--- config.mk ---
export PLATFORM = sky130hd
export DESIGN_NAME = pdrg_front
export DESIGN_NICKNAME = d
export VERILOG_FILES = /design/src/hdl/pdrg_pkg.sv /design/src/hdl/pdrg_front.sv
export SDC_FILE = /design/constraint.sdc
export NUM_CORES = 1
export LEC_CHECK = 0
export BUFFER_PORTS_ARGS = -buffer_cell sky130_fd_sc_hd__buf_4
export CELL_PAD_IN_SITES_DETAIL_PLACEMENT = 1
export CELL_PAD_IN_SITES_GLOBAL_PLACEMENT = 2
export CORE_ASPECT_RATIO = 1.75
export CORE_UTILIZATION = 37
export CTS_CLUSTER_SIZE = 20
export DETAILED_ROUTE_END_ITERATION = 8
export HOLD_SLACK_MARGIN = 0.12
export PLACE_DENSITY_LB_ADDON = 0.1
export SETUP_SLACK_MARGIN = 0.1
export SYNTH_ARGS = -nofsm -noshare
export SYNTH_HDL_FRONTEND = slang
export SYNTH_SLANG_ARGS = --single-unit
--- constraint.sdc ---
create_clock -name clk_i -period 9.8 [get_ports clk_i]
set_input_delay 0 -clock clk_i [delete_from_list [all_inputs] [get_ports clk_i]]
set_output_delay 0 -clock clk_i [all_outputs]
set_load 0.005 [all_outputs]
--- src/hdl/pdrg_pkg.sv ---
// ----------------------------------------------------------------------------
// pdrg_pkg: shared types and constants of the point decimate / transform block
// Field widths, fixed-point constants, register codes and the structs that
// travel between the front end, the queue, the config unit and the back end.
// ----------------------------------------------------------------------------
`default_nettype none

package pdrg_pkg;

  localparam int COORD_W  = 32;
  localparam int STRIDE_W = 13;
  localparam int PHASE_W  = 12;
  localparam int RANGE_W  = 23;
  localparam int IDX_W    = 4;
  localparam int DATA_W   = 32;

  // stream packing
  localparam int IN_TDATA_W  = 112;
  localparam int IN_TUSER_W  = 2;
  localparam int OUT_TDATA_W = 96;

  // fixed point
  localparam int E60_W  = 65;             // Q.60 matrix entry before rounding
  localparam int MAT_W  = 34;             // Q.30 matrix entry, range -8 to just under +8
  localparam int QP_W   = 64;             // product of two Q1.30 components
  localparam int PROD_W = MAT_W + COORD_W;
  localparam int SUM_W  = PROD_W + 2;
  localparam int SQ1_W  = 2 * COORD_W;
  localparam int SQ_W   = SQ1_W + 2;
  localparam int LIM_W  = 2 * RANGE_W;
  localparam int RES_W  = SUM_W - 30 + 1;

  localparam logic signed [COORD_W-1:0] Q30_ONE = 32'sd1073741824;
  localparam logic signed [COORD_W-1:0] Q30_NEG = -32'sd1073741824;
  localparam logic signed [E60_W-1:0]   ONE_Q60 = E60_W'(1) <<< 60;
  localparam logic signed [E60_W-1:0]   HALF_Q30_E = E60_W'(1) <<< 29;
  localparam logic signed [SUM_W-1:0]   HALF_Q30_S = SUM_W'(1) <<< 29;

  localparam logic [STRIDE_W-1:0] STRIDE_ONE = 13'd1;
  localparam logic [STRIDE_W-1:0] STRIDE_MAX = 13'd4096;
  localparam logic [RANGE_W-1:0]  RANGE_MIN  = 23'd65536;
  localparam logic [RANGE_W-1:0]  RANGE_MAX  = 23'd5242880;
  localparam logic [RANGE_W-1:0]  RANGE_RST  = 23'd1638400;

  // matrix rebuild latency after a register write
  localparam logic [1:0] SETTLE_CYC = 2'd2;

  typedef enum logic [IDX_W-1:0] {
    REG_QUAT_W  = 4'd0,
    REG_QUAT_X  = 4'd1,
    REG_QUAT_Y  = 4'd2,
    REG_QUAT_Z  = 4'd3,
    REG_SHIFT_X = 4'd4,
    REG_SHIFT_Y = 4'd5,
    REG_SHIFT_Z = 4'd6,
    REG_RANGE   = 4'd7
  } cfg_reg_e;

  typedef struct packed {
    logic [2:0][COORD_W-1:0] pos;   // pos[0] = x
  } point_t;

  typedef struct packed {
    logic [2:0][2:0][MAT_W-1:0] mat;    // mat[row][col], Q.30
    logic [2:0][COORD_W-1:0]    shift;  // Q15.16
    logic [LIM_W-1:0]           lim_sq; // range limit squared, Q.32
  } xform_t;

  typedef struct packed {
    logic full;
    logic empty;
  } q_stat_t;

  function automatic logic signed [COORD_W-1:0] clamp_q30(
      input logic signed [COORD_W-1:0] v);
    logic signed [COORD_W-1:0] r;
    r = v;
    if (v > Q30_ONE) r = Q30_ONE;
    if (v < Q30_NEG) r = Q30_NEG;
    return r;
  endfunction

  // round Q.60 to Q.30, half up
  function automatic logic [MAT_W-1:0] to_q30(input logic signed [E60_W-1:0] e);
    logic signed [E60_W-1:0] t;
    t = e + HALF_Q30_E;
    return t[30 +: MAT_W];
  endfunction

endpackage

`default_nettype wire

--- src/hdl/pdrg_front.sv ---
// ----------------------------------------------------------------------------
// pdrg_front: input acceptance and stride decimation
// Tracks the stride phase of the scan and queues only points that are kept
// and marked valid.
// ----------------------------------------------------------------------------
`default_nettype none

module pdrg_front
  import pdrg_pkg::*;
(
  input  wire logic                clk_i,
  input  wire logic                rst_ni,
  input  wire logic                in_valid_i,
  output logic                     in_ready_o,
  input  wire logic                point_valid_i,
  input  wire logic [STRIDE_W-1:0] keep_every_i,
  input  wire logic                scan_start_i,
  input  wire q_stat_t             q_stat_i,
  input  wire logic                busy_i,
  output logic                     push_o
);

  logic [PHASE_W-1:0]  phase_q, phase_d;
  logic [STRIDE_W-1:0] stride, phase, nxt;
  logic                accept, keep;

  assign in_ready_o = !q_stat_i.full && !busy_i;
  assign accept     = in_valid_i && in_ready_o;

  always_comb begin
    stride = keep_every_i;
    if (keep_every_i == '0)       stride = STRIDE_ONE;
    if (keep_every_i > STRIDE_MAX) stride = STRIDE_MAX;
    phase = scan_start_i ? '0 : {1'b0, phase_q};
    // stride lowered mid-scan: restart the count
    if (phase >= stride) phase = '0;
    keep = (phase == '0);
    nxt  = phase + STRIDE_ONE;
    if (nxt >= stride) nxt = '0;
    phase_d = accept ? nxt[PHASE_W-1:0] : phase_q;
  end

  // dropped points still advance the phase
  assign push_o = accept && keep && point_valid_i;

  always_ff @(posedge clk_i or negedge rst_ni) begin
    if (!rst_ni) begin
      phase_q <= '0;
    end else begin
      phase_q <= phase_d;
    end
  end

endmodule

`default_nettype wire

==> reports/qor.yml <==
status: "completed"
io_pins: 23
vdd_drop_max_mv: 0.09926
track_usage_pct: 24.23
chipHeight_um: 87.94
clkSinkCount: 12
grt_use_met1_pct: 27.11
critPathRequiredTime_ns: 9.98
cts_tree: "yes"
postCtsSetupBuffers: 0
ys_seq_elements: 12
areaGrowthSynthToFinish_pct: 16.35
arrival_ns: 4.60
crit_buf_inv: 1
wirelength_um: 4751
regMostFlops: "phase_q"
drc: 0
crit_chain: "nor2b_1 > ha_1 > a211oi_1 > nor2_1 > a211oi_1 > o21ai_1 > buf_4 > or2_1 > a21oi_1 > ha_1 > nand3_1 > nor2_1 > a2111oi_1 > o211ai_2 > a2111oi_0 > a21o_1"
drv.max_cap_violation_count: 0
path_class: "register to register"
grt_overflow: 0
synth_edf_count: 0
reg2reg_slack_ns: 5.38
clock-root-buffer: "clkbuf_8"
endpoint_kind: "register"
grt_max_degree: 27
vias_per_cell: 5.942
busiest_layer: "met2"
n_fill_cell: 499
antenna_left: 0
grt_pass1_wl_um: 8066
tightest_slew_ns: 0.7571
cts_resized: 0
wl_per_cell_um: 18.34
std_cell_rows: 30
relSlewSlack_pct: 49.38
cts_hold_buf: 1
path_delay_family: "compound AO/OA/AOI/OAI gates"
ys.warnings.count: 0
ys_types: 47
n_antenna_cell: 0
gp_congestion: 0.8410
slew_viol_final: 0
vias: 1539
synth_ff_type: "dfrtp_1"
use_met3_pct: 1.042
io_buffers: 21
clk_latency_ns: 0.24
fin_util_pct: 46.10
start_kind: "register"
hold_viol: 0
rsz0062_at_grt: "false"
clock_skew_ns: 0.0005785
syn_avg_cell_area_um2: 8.175
place_hpwl_um: 3987
cts_buffers: 3
post-route-period-util_pct: 45.15
cts_buffer_depth: 2
synth_cells: 191
firstDrtPassIters: 4
layout.nets: 258
netlist_area_mm2: 0.001561
clk_pin_slew_ns: 0.05
max_clock_freq_mhz: 226.0
cp_max_fo: 26
setup_viol: 0
max_stage_delay_ns: 0.50
layout_commonest_cell: "ha_1"
r2r_start: "phase_q[6]$_DFFE_PN0P_"
fin_crit_ns: 4.425
die_area_mm2: 0.004494
core_area_mm2: 0.003941
die_w_um: 51.11
min_path_type: "primary input to async pin"
final_cell_mix: "ha_1, buf_4, nand2_1, nor2_1, dfrtp_1"
grt_pass1_vias: 1697
drive_gt1_share_pct: 16.11
p_leak_nw: 0.8599
startpoint: "phase_q[6]$_DFFE_PN0P_"
largest_reg_flops: 12
h-tree-depth: 1
antenna_found_initial: 0
setup_tns_ns: 0
syn_nets: 237
synthArstFlopShare_pct: 100.0
yosysSeqAreaShare_pct: 19.23
initialDrtViolationCount: 26
power_density_mw_per_mm2: 88.21
crit_slowest_cell: "a2111oi_0"
top_regs: "phase_q (12)"
start_util_pct: 39.62
grtUsageMet2_pct: 45.22
==> metrics by stage <==
stage	setup WS, ns	area (µm²)	hold WS (ns)	std cells	power, W
6_report	5.375	1817	0.1343	259	0.0001602
2_1_floorplan	6.039	1562	-0.2956	191	0.00008737
3_5_place_dp	5.314	1752	-0.1504	254	0.0001076
3_3_place_gp	5.492	1752	-0.1535	254	0.0001052
5_1_grt	4.920	1817	0.1416	259	0.0001704
4_1_cts	5.313	1817	0.1358	259	0.0001624
==> final cells by class <==
cell class | count | area (µm²) | share of cell area, %
clock buffers | 4 | 55.05 | 3.030
multi-input cells | 165 | 1200 | 66.05
well taps | 48 | 60.06 | 3.306
repair buffers | 23 | 175.2 | 9.642
inverters | 7 | 26.28 | 1.446
flip-flops and latches | 12 | 300.3 | 16.53
==> metal layers <==
metal	part of all wire [%]	up-vias	wire length, µm
li1	-	764	-
met1	40	731	1899
met2	54	31	2551
met3	2.0	13	96
met4	4.3	0	204
met5	0	-	0
==> worst paths after layout <==
check,endpoint,depth (start not counted)
worst max-delay path,phase_q[4]$_DFFE_PN0P_,16
worst min-delay path,phase_q[10]$_DFFE_PN0P_,2
worst max register to register,phase_q[4]$_DFFE_PN0P_,16
worst min register to register,phase_q[8]$_DFFE_PN0P_,2
max in group asynchronous,phase_q[3]$_DFFE_PN0P_,2
min in group clk_i,in_ready_o,3
==> report_power, final <==
group          total (W)  internal (W)  switching [W]
Combinational  0.0000498     0.0000216      0.0000282
Clock          0.0000533     0.0000355      0.0000178
Sequential     0.0000572     0.0000519     0.00000524
==> worst reg2reg max path, delay by kind of cell, from the launching register on <==
family	cells	cell delay (ns)
AND/OR/NAND/NOR	5	0.96
adder cells (fa/ha/maj)	2	0.59
flip-flops	1	0.43
buffers and inverters	1	0.23
AO/OA/AOI/OAI	8	2.16
==> cell usage after synthesis (2+ instances only) <==
cell / count / share of area [%]
a2111oi_2: 2 / 1.9
a211oi_1: 3 / 1.4
a21o_1: 7 / 3.4
a21oi_1: 8 / 2.6
a22o_1: 2 / 1.1
clkbuf_1: 5 / 1.2
dfrtp_1: 12 / 19
ha_1: 25 / 20
inv_1: 7 / 1.7
nand2_1: 21 / 5.0
nand2b_1: 3 / 1.2
nand3_1: 6 / 1.9
nand4_1: 4 / 1.6
nor2_1: 21 / 5.0
nor2b_1: 8 / 3.2
nor3_1: 4 / 1.3
nor4_1: 9 / 3.6
o21ai_0: 5 / 1.6
o32ai_1: 2 / 1.1
o41ai_1: 3 / 1.7
or2_1: 2 / 0.80
xnor2_1: 3 / 1.7
xor2_1: 5 / 2.8
==> cell families after synthesis <==
kind of cell	after synthesis	synth area share, %
flip-flops	12	19.23
multiplexers	1	0.6411
AND/OR/NAND/NOR	86	29.09
buffers and inverters	14	3.926
adder cells (fa/ha/maj)	25	20.03
AO/OA/AOI/OAI	45	22.60
XOR/XNOR	8	4.487
(Power assumes the default switching activity.)
