===== src/hdl/pdrg_pkg.sv =====
// ----------------------------------------------------------------------------
// pdrg_pkg: shared types and constants of the point decimate / transform block
// Field widths, fixed-point constants, register codes and the structs that
// travel between the front end, the queue, the config unit and the back end.
// ----------------------------------------------------------------------------
`default_nettype none

package pdrg_pkg;

  localparam int COORD_W  = 32;
  localparam int STRIDE_W = 13;
  localparam int PHASE_W  = 12;
  localparam int RANGE_W  = 23;
  localparam int IDX_W    = 4;
  localparam int DATA_W   = 32;

  // stream packing
  localparam int IN_TDATA_W  = 112;
  localparam int IN_TUSER_W  = 2;
  localparam int OUT_TDATA_W = 96;

  // fixed point
  localparam int E60_W  = 65;             // Q.60 matrix entry before rounding
  localparam int MAT_W  = 34;             // Q.30 matrix entry, range -8 to just under +8
  localparam int QP_W   = 64;             // product of two Q1.30 components
  localparam int PROD_W = MAT_W + COORD_W;
  localparam int SUM_W  = PROD_W + 2;
  localparam int SQ1_W  = 2 * COORD_W;
  localparam int SQ_W   = SQ1_W + 2;
  localparam int LIM_W  = 2 * RANGE_W;
  localparam int RES_W  = SUM_W - 30 + 1;

  localparam logic signed [COORD_W-1:0] Q30_ONE = 32'sd1073741824;
  localparam logic signed [COORD_W-1:0] Q30_NEG = -32'sd1073741824;
  localparam logic signed [E60_W-1:0]   ONE_Q60 = E60_W'(1) <<< 60;
  localparam logic signed [E60_W-1:0]   HALF_Q30_E = E60_W'(1) <<< 29;
  localparam logic signed [SUM_W-1:0]   HALF_Q30_S = SUM_W'(1) <<< 29;

  localparam logic [STRIDE_W-1:0] STRIDE_ONE = 13'd1;
  localparam logic [STRIDE_W-1:0] STRIDE_MAX = 13'd4096;
  localparam logic [RANGE_W-1:0]  RANGE_MIN  = 23'd65536;
  localparam logic [RANGE_W-1:0]  RANGE_MAX  = 23'd5242880;
  localparam logic [RANGE_W-1:0]  RANGE_RST  = 23'd1638400;

  // matrix rebuild latency after a register write
  localparam logic [1:0] SETTLE_CYC = 2'd2;

  typedef enum logic [IDX_W-1:0] {
    REG_QUAT_W  = 4'd0,
    REG_QUAT_X  = 4'd1,
    REG_QUAT_Y  = 4'd2,
    REG_QUAT_Z  = 4'd3,
    REG_SHIFT_X = 4'd4,
    REG_SHIFT_Y = 4'd5,
    REG_SHIFT_Z = 4'd6,
    REG_RANGE   = 4'd7
  } cfg_reg_e;

  typedef struct packed {
    logic [2:0][COORD_W-1:0] pos;   // pos[0] = x
  } point_t;

  typedef struct packed {
    logic [2:0][2:0][MAT_W-1:0] mat;    // mat[row][col], Q.30
    logic [2:0][COORD_W-1:0]    shift;  // Q15.16
    logic [LIM_W-1:0]           lim_sq; // range limit squared, Q.32
  } xform_t;

  typedef struct packed {
    logic full;
    logic empty;
  } q_stat_t;

  function automatic logic signed [COORD_W-1:0] clamp_q30(
      input logic signed [COORD_W-1:0] v);
    logic signed [COORD_W-1:0] r;
    r = v;
    if (v > Q30_ONE) r = Q30_ONE;
    if (v < Q30_NEG) r = Q30_NEG;
    return r;
  endfunction

  // round Q.60 to Q.30, half up
  function automatic logic [MAT_W-1:0] to_q30(input logic signed [E60_W-1:0] e);
    logic signed [E60_W-1:0] t;
    t = e + HALF_Q30_E;
    return t[30 +: MAT_W];
  endfunction

endpackage

`default_nettype wire


===== src/hdl/pdrg_queue.sv =====
// ----------------------------------------------------------------------------
// pdrg_queue: short point queue between front end and back end
// Register-based FIFO; the head entry is presented without a read delay.
// ----------------------------------------------------------------------------
`default_nettype none

module pdrg_queue
  import pdrg_pkg::*;
#(
  parameter int DEPTH = 4
) (
  input  wire logic    clk_i,
  input  wire logic    rst_ni,
  input  wire logic    push_i,
  input  wire point_t  push_data_i,
  input  wire logic    pop_i,
  output point_t       head_o,
  output q_stat_t      stat_o
);

  localparam int AW = (DEPTH > 1) ? $clog2(DEPTH) : 1;
  localparam int CW = $clog2(DEPTH + 1);
  localparam logic [AW-1:0] LAST = AW'(DEPTH - 1);

  point_t         mem_q [DEPTH];
  logic [AW-1:0]  wr_ptr_q, wr_ptr_d;
  logic [AW-1:0]  rd_ptr_q, rd_ptr_d;
  logic [CW-1:0]  cnt_q, cnt_d;
  logic           do_push, do_pop;

  assign stat_o.full  = (cnt_q == CW'(DEPTH));
  assign stat_o.empty = (cnt_q == '0);
  assign do_push = push_i && !stat_o.full;
  assign do_pop  = pop_i && !stat_o.empty;
  assign head_o  = mem_q[rd_ptr_q];

  always_comb begin
    wr_ptr_d = wr_ptr_q;
    rd_ptr_d = rd_ptr_q;
    cnt_d    = cnt_q;
    if (do_push) begin
      wr_ptr_d = (wr_ptr_q == LAST) ? '0 : wr_ptr_q + 1'b1;
    end
    if (do_pop) begin
      rd_ptr_d = (rd_ptr_q == LAST) ? '0 : rd_ptr_q + 1'b1;
    end
    if (do_push && !do_pop) begin
      cnt_d = cnt_q + 1'b1;
    end else if (do_pop && !do_push) begin
      cnt_d = cnt_q - 1'b1;
    end
  end

  always_ff @(posedge clk_i or negedge rst_ni) begin
    if (!rst_ni) begin
      wr_ptr_q <= '0;
      rd_ptr_q <= '0;
      cnt_q    <= '0;
    end else begin
      wr_ptr_q <= wr_ptr_d;
      rd_ptr_q <= rd_ptr_d;
      cnt_q    <= cnt_d;
    end
  end

  always_ff @(posedge clk_i) begin
    if (do_push) begin
      mem_q[wr_ptr_q] <= push_data_i;
    end
  end

endmodule

`default_nettype wire


===== config.mk =====
export PLATFORM = sky130hd
export DESIGN_NAME = pdrg_queue
export DESIGN_NICKNAME = d
export VERILOG_FILES = /design/src/hdl/pdrg_pkg.sv /design/src/hdl/pdrg_queue.sv
export SDC_FILE = /design/constraint.sdc
export NUM_CORES = 1
export LEC_CHECK = 0
export BUFFER_PORTS_ARGS = -buffer_cell sky130_fd_sc_hd__buf_2
export CAP_MARGIN = 10
export CORE_MARGIN = 1.5
export CORE_UTILIZATION = 51
export CTS_CLUSTER_DIAMETER = 150
export DETAILED_ROUTE_END_ITERATION = 7
export PLACE_DENSITY = 0.82
export SETUP_SLACK_MARGIN = 0.15
export SLEW_MARGIN = 0
export SYNTH_ARGS = -nofsm -noshare
export SYNTH_HDL_FRONTEND = slang
export SYNTH_SLANG_ARGS = --single-unit

===== constraint.sdc =====
create_clock -name clk_i -period 5.3 [get_ports clk_i]
set_input_delay 0.53 -clock clk_i [delete_from_list [all_inputs] [get_ports clk_i]]
set_output_delay 0.53 -clock clk_i [all_outputs]
set_load 0.005 [all_outputs]

==> flow_metrics.env, run 1 <==
export IMPL_status="finished clean"
export IMPL_fin_skew_ns=0.0147
export IMPL_final_cell_mix="edfxtp_1, buf_2, mux4_2"
export IMPL_htreeDepth=2
export IMPL_fp_dieH_um=170
export IMPL_route_met3_wl_mm=1.73
export IMPL_startpoint_type="flip-flop"
export IMPL_yosys_area_top_type="edfxtp_1"
export IMPL_tightest_slew_ns=1.04
export IMPL_p_switching_mw=2.48
export IMPL_fin_crit_ns=3.23
export IMPL_synth_area_leaders="edfxtp_1, mux4_2, dfrtp_1"
export IMPL_syn_inst=539
export IMPL_dr_pass1_iters=4
export IMPL_switching_share_pct=26.6
export IMPL_power_share_clock_pct=28.4
export IMPL_grt_max_degree=74
export IMPL_grtUsageTotal_pct=17.8
export IMPL_synthAdderAreaFrac_pct=0.666
export IMPL_drtIter0Drc=550
export IMPL_cts_hold_buf=1
export IMPL_highest_signal_layer="met5"
export IMPL_seq_power_share_pct=46.6
export IMPL_critical_path_buf_inv_count=2
export IMPL_synth_compound_area_share_pct=0.140
export IMPL_final_common_cell="edfxtp_1"
export IMPL_regArea_um2=11700
export IMPL_io_buffer_count=197
export IMPL_row_count=61
export IMPL_synth_area_um2=14300
export IMPL_cpPeakStageDelay_ns=0.81
export IMPL_power_internal_mw=6.87
export IMPL_synth_top_family_by_area="multiplexers"
export IMPL_end_kind="output port"
export IMPL_min_from="push_data_i[11]"
export IMPL_synth_ff_type="edfxtp_1"
export IMPL_syn_num_nets=646
export IMPL_syn_avg_cell_area_um2=26.5
export IMPL_cp_arrival_ns=2.70
export IMPL_synth_xor_area_share_pct=0.184
export IMPL_routed_wl_met2_mm=12.4
export IMPL_critPathLaunch="rd_ptr_q[0]"
export IMPL_crit_family="flip-flops"
export IMPL_setup_slack_ns=2.07
export IMPL_cts_resized=0
export IMPL_cts_num_sinks=391
export IMPL_fin_setup_tns_ns=0
export IMPL_syn2layout_area_growth_pct=18.9
export IMPL_synth_seq_cells=391
export IMPL_vias=6344
export IMPL_crit_required_ns=4.77
export IMPL_core_area_um2=27700
export IMPL_clk_pin_slew_ns=0.05
export IMPL_worstSkewPairLatency_ns=0.51
export IMPL_crit_path_top_delay_cell="dfrtp_4"
export IMPL_fmax_mhz=310
export IMPL_synth_top_area_share_pct=80.7
export IMPL_start_util_pct=51.6
export IMPL_numCtsBuffers=39
export IMPL_reg2reg_from="cnt_q[2]"
export IMPL_p_leak_nw=5.78
export IMPL_cp_max_fo=30
export IMPL_crit_type="flip-flop to output port"
export IMPL_power_density_nw_per_um2=551
export IMPL_vias_per_cell=5.39
export IMPL_hp_class="input pin to flip-flop"
export IMPL_vdd_ir_drop_max_mv=0.615
export IMPL_synthSimpleGateAreaFrac_pct=0.455
export IMPL_synth_edf_count=384
export IMPL_grt_pass1_vias=6807
export IMPL_dieArea_um2=29000
export IMPL_drc=0
export IMPL_cts_setup_buffers=0
export IMPL_synth_distinct_cells=23
export IMPL_routed_wl_mm=25.3
export IMPL_finalNetCount=872
export IMPL_rsz0062_at_grt="no"
export IMPL_grt_pass1_wl_mm=38.5
export IMPL_async_flop_share_pct=1.79
export IMPL_maxSlewHeadroom_pct=30.7
export IMPL_drive_gt1_share_pct=46.4
export IMPL_p_comb_share_pct=25.0
export IMPL_path_cells="buf_4, mux4_2, buf_2"
export IMPL_maxCapViolCount=0
export IMPL_detail_route_antenna_nets=0
export IMPL_wl_met1_mm=10.6
export IMPL_muxShareOfSynthArea_pct=15.4
export IMPL_antenna_found_initial=4
export IMPL_finalMaxSlewViolations=0
export IMPL_place_congestion=0.698
export IMPL_place_ws_ns=2.49
export IMPL_fin_crit_sh_pct=60.9
export IMPL_cts_buffer_depth=3
export IMPL_cts_tree="yes"
export IMPL_yosysWarnings=0
export IMPL_ys_seq_area_share_pct=81.9
export IMPL_finalSetupViolCount=0
export IMPL_hold_viol=0
export IMPL_root_buffer="clkbuf_16"
export IMPL_ios=198
export IMPL_hpwlAfterDp_mm=15.0
export IMPL_fillCellCount=1883
export IMPL_routedWlPerCell_um=21.5
export IMPL_grt_overflow=0
export IMPL_die_w_um=170
export IMPL_multiInputGateArea_um2=2430
==> metrics by stage <==
stage	utilization (%)	instances	instance area (µm²)	hold slack [ns]	total power, mW
after floorplan	-	539	14300	0.234	5.90
after global placement	56.7	1101	15700	0.369	6.76
after detailed placement	56.7	1101	15700	0.367	6.83
after CTS	61.3	1173	17000	0.202	9.50
after global routing	61.3	1173	17000	0.215	9.80
final	61.3	1177	17000	0.230	9.36
==> Yosys cell counts, drive strengths merged, types with 2 or more instances <==
master and number:
dfrtp 7, mux2 4, buf 17, xor2 2, clkbuf 5, mux4 96
and2 3, nor2 3, edfxtp 384, nor3 2, inv 3, ha 6
==> sequential cells by signal, summed over array words and instances, names as in the netlist <==
| register | count |
|---|---|
| mem_q | 384 |
| cnt_q | 3 |
| rd_ptr_q | 2 |
| wr_ptr_q | 2 |
==> worst register-to-register path, delay by kind of cell, from the launching register on <==
family | cells | cell delay, ns
buffers and inverters | 1 | 0.58
DFF | 1 | 0.42
and+or+nand+nor | 3 | 1.39
==> path summary, 6_finish.rpt <==
| path | to | slack [ns] | cells past startpoint |
|---|---|---|---|
| worst max-delay path | head_o[4] | 2.07 | 3 |
| worst min-delay path | mem_q[2][11] | 0.23 | 1 |
| worst max register to register | mem_q[1][94] | 2.53 | 4 |
| worst min register to register | cnt_q[2] | 0.56 | 1 |
| max in group asynchronous | rd_ptr_q[0] | 4.75 | 2 |
| min in group asynchronous | wr_ptr_q[0] | 0.37 | 2 |
==> area by class of cell <==
cell class                      count  share of cell area (%)
Antenna cell                        4                  0.0589
Clock buffer                       50                    6.42
Clock inverter                     21                   0.980
Inverter                            3                  0.0663
Multi-Input combinational cell    123                    14.3
Sequential cell                   391                    69.0
Tap cell                          378                    2.79
Timing Repair Buffer              207                    6.41
==> power by group through the flow <==
stage	Combinational [mW]	Clock, mW	Sequential, mW
6_report	2.34	2.66	4.36
5_1_grt	2.56	2.83	4.42
4_1_cts	2.41	2.72	4.38
3_5_place_dp	2.39	0	4.44
3_3_place_gp	2.36	0	4.40
2_1_floorplan	1.61	0	4.29
==> metal layers <==
layer  global-route usage (%)  vias up
li1                         -     2797
met1                     23.3     3303
met2                     29.3      190
met3                     4.95       50
met4                     5.62        4
met5                        0        -
==> cell families (layout without fill, tap and decap cells) <==
kind of cell / after synthesis / count (layout)
AOI/OAI and AO/OA: 2 / 2
xor gates and xnor gates: 3 / 3
adders and majority gates: 7 / 7
buffers and inverters: 25 / 281
DFF: 391 / 391
muxes: 100 / 100
other: 0 / 4
and+or+nand+nor: 11 / 11
Note: power is estimated with default switching activity, not from simulation.
==> run 2, diff against run 1 <==
--- a/config.mk
+++ b/config.mk
@@ -8,10 +8,10 @@
 export BUFFER_PORTS_ARGS = -buffer_cell sky130_fd_sc_hd__buf_2
 export CAP_MARGIN = 10
 export CORE_MARGIN = 1.5
-export CORE_UTILIZATION = 51
+export CORE_UTILIZATION = 57
 export CTS_CLUSTER_DIAMETER = 150
 export DETAILED_ROUTE_END_ITERATION = 7
-export PLACE_DENSITY = 0.82
+export PLACE_DENSITY = 0.86
 export SETUP_SLACK_MARGIN = 0.15
 export SLEW_MARGIN = 0
 export SYNTH_ARGS = -nofsm -noshare
==> constraint.sdc (replaced) <==
create_clock -name clk_i -period 3.2 [get_ports clk_i]
set_input_delay 0.32 -clock clk_i [delete_from_list [all_inputs] [get_ports clk_i]]
set_output_delay 0.32 -clock clk_i [all_outputs]
set_load 0.005 [all_outputs]
==> flow_metrics.env, run 2 (synthesis results as in run 1) <==
export IMPL_fin_crit_sh_pct=83.4
export IMPL_path_cells="buf_12, mux4_2, buf_2"
export IMPL_grt_max_degree=52
export IMPL_ios=198
export IMPL_cts_buffer_depth=3
export IMPL_antenna_found_initial=8
export IMPL_largest_reg_flops=384
export IMPL_status="finished clean"
export IMPL_drc=0
export IMPL_grt_overflow=0
export IMPL_worstSkewPairLatency_ns=0.51
export IMPL_dr_pass1_iters=4
export IMPL_drive_gt1_share_pct=46.3
export IMPL_postPlaceCellArea_um2=15700
export IMPL_critical_path_buf_inv_count=2
export IMPL_cts_num_sinks=391
export IMPL_fillCellCount=1466
export IMPL_p_switching_mw=4.15
export IMPL_start_util_pct=58.4
export IMPL_power_share_clock_pct=26.8
export IMPL_startpoint_type="flip-flop"
export IMPL_io_buffer_count=197
export IMPL_crit_required_ns=2.88
export IMPL_switching_share_pct=27.0
export IMPL_cpPeakStageDelay_ns=0.66
export IMPL_fin_setup_tns_ns=0
export IMPL_dp_cells=1051
export IMPL_fin_cells=1125
export IMPL_hold_viol=0
export IMPL_design_area_um2=16900
export IMPL_finalMaxSlewViolations=0
export IMPL_cp_max_fo=47
export IMPL_dieArea_um2=26000
export IMPL_fmax_mhz=374
export IMPL_cts_resized=0
export IMPL_hpwlAfterDp_mm=16.3
export IMPL_vdd_ir_drop_max_mv=0.632
export IMPL_numCtsBuffers=39
export IMPL_crit_family="flip-flops"
export IMPL_hp_class="input pin to flip-flop"
export IMPL_seq_power_share_pct=46.9
export IMPL_row_count=57
export IMPL_maxSlewHeadroom_pct=48.0
export IMPL_rsz0062_at_grt="no"
export IMPL_crit_type="flip-flop to output port"
export IMPL_maxCapViolCount=0
export IMPL_fin_skew_ns=0.0220
export IMPL_routedWlPerCell_um=23.8
export IMPL_regMostFlops="mem_q"
export IMPL_p_leak_nw=5.75
export IMPL_fin_crit_ns=2.67
export IMPL_grt_pass1_wl_mm=41.0
export IMPL_top_regs="mem_q (384), cnt_q (3)"
export IMPL_core_area_um2=24500
export IMPL_syn2layout_area_growth_pct=18.2
export IMPL_crit_path_top_delay_cell="dfrtp_4"
export IMPL_vias_per_cell=5.74
export IMPL_final_common_cell="edfxtp_1"
export IMPL_detail_route_antenna_nets=0
export IMPL_root_buffer="clkbuf_16"
export IMPL_cp_arrival_ns=2.35
export IMPL_routed_wl_mm=26.8
export IMPL_power_internal_mw=11.2
export IMPL_tightest_slew_ns=0.780
export IMPL_clk_pin_slew_ns=0.06
export IMPL_die_w_um=161
export IMPL_grt_pass1_vias=7263
export IMPL_grtUsageTotal_pct=21.1
export IMPL_drtIter0Drc=470
export IMPL_vias=6458
export IMPL_htreeDepth=2
export IMPL_end_kind="output port"
export IMPL_p_comb_share_pct=26.3
export IMPL_final_cell_mix="edfxtp_1, buf_2, mux4_2"
export IMPL_cts_tree="yes"
export IMPL_power_density_nw_per_um2=910
export IMPL_place_congestion=0.759
export IMPL_fp_dieH_um=161
export IMPL_finalSetupViolCount=0
export IMPL_finalNetCount=876
[run 2: cell types whose count changed in the layout (fill, tap and decap cells not counted)]
| cell | previous run | this run |
|---|---|---|
| clkbuf_1 | 6 | 12 |
| clkinv_1 | 11 | 5 |
| buf_12 | 2 | 6 |
| diode_2 | 4 | 8 |
| clkbuf_8 | 3 | 0 |
| clkinv_2 | 7 | 4 |
| clkbuf_16 | 41 | 39 |
| bufinv_16 | 3 | 2 |
| clkinv_4 | 0 | 1 |
| clkinvlp_4 | 0 | 1 |
| inv_6 | 0 | 1 |
[run 2: timing repair]
action / 4_1_cts / 5_1_grt
endpoints found under the hold margin: 7 / 0
setup buffers: 0 / 0
hold buffers: 1 / 0
[run 2: cell type report]
type | count | area, µm² | share of cell area (%)
sequential | 391 | 11700 | 69.3
multi-input combinational | 123 | 2430 | 14.4
timing repair buffer | 211 | 1170 | 6.92
clock buffer | 51 | 1020 | 6.04
tap | 324 | 405 | 2.40
clock inverter | 14 | 124 | 0.733
antenna | 8 | 20.0 | 0.119
inverter | 3 | 11.3 | 0.0667
[run 2: stage by stage]
step / worst slack [ns] / util, % / hold slack (ns) / power (mW)
floorplan: 0.724 / - / 0.0244 / 9.73
CTS: 0.491 / 69.0 / 0.00661 / 15.6
finish: 0.530 / 69.1 / 0.0239 / 15.4
global placement: 1.06 / 64.3 / 0.153 / 11.2
detailed placement: 0.911 / 64.3 / 0.162 / 11.4
global route: 0.401 / 69.0 / 0.00584 / 16.1
[run 2: layer usage]
metal / wire length, µm / GRT usage, % / part of all wire [%]
met5: 0 / 0 / 0
met4: 767 / 7.79 / 2.9
met3: 1500 / 4.78 / 5.6
met2: 14200 / 36.9 / 53
met1: 10300 / 25.9 / 39
[run 2: worst paths after layout]
kind	start	to	slack [ns]	cells past startpoint
max	rd_ptr_q[0]	head_o[50]	0.53	3
min	push_data_i[16]	mem_q[3][16]	0.02	1
max reg2reg	cnt_q[2]	mem_q[1][66]	0.90	4
min reg2reg	cnt_q[2]	cnt_q[2]	0.57	1
max in group asynchronous	rst_ni	rd_ptr_q[0]	2.84	2
min in group asynchronous	rst_ni	cnt_q[0]	0.18	2
[run 2: power by group through the flow]
stage | combinational (mW) | clock (mW) | sequential (mW)
after global routing | 4.37 | 4.39 | 7.30
after global placement | 4.00 | 0 | 7.22
after floorplan | 2.68 | 0 | 7.05
final | 4.04 | 4.12 | 7.21
after CTS | 4.15 | 4.20 | 7.23
after detailed placement | 4.11 | 0 | 7.32
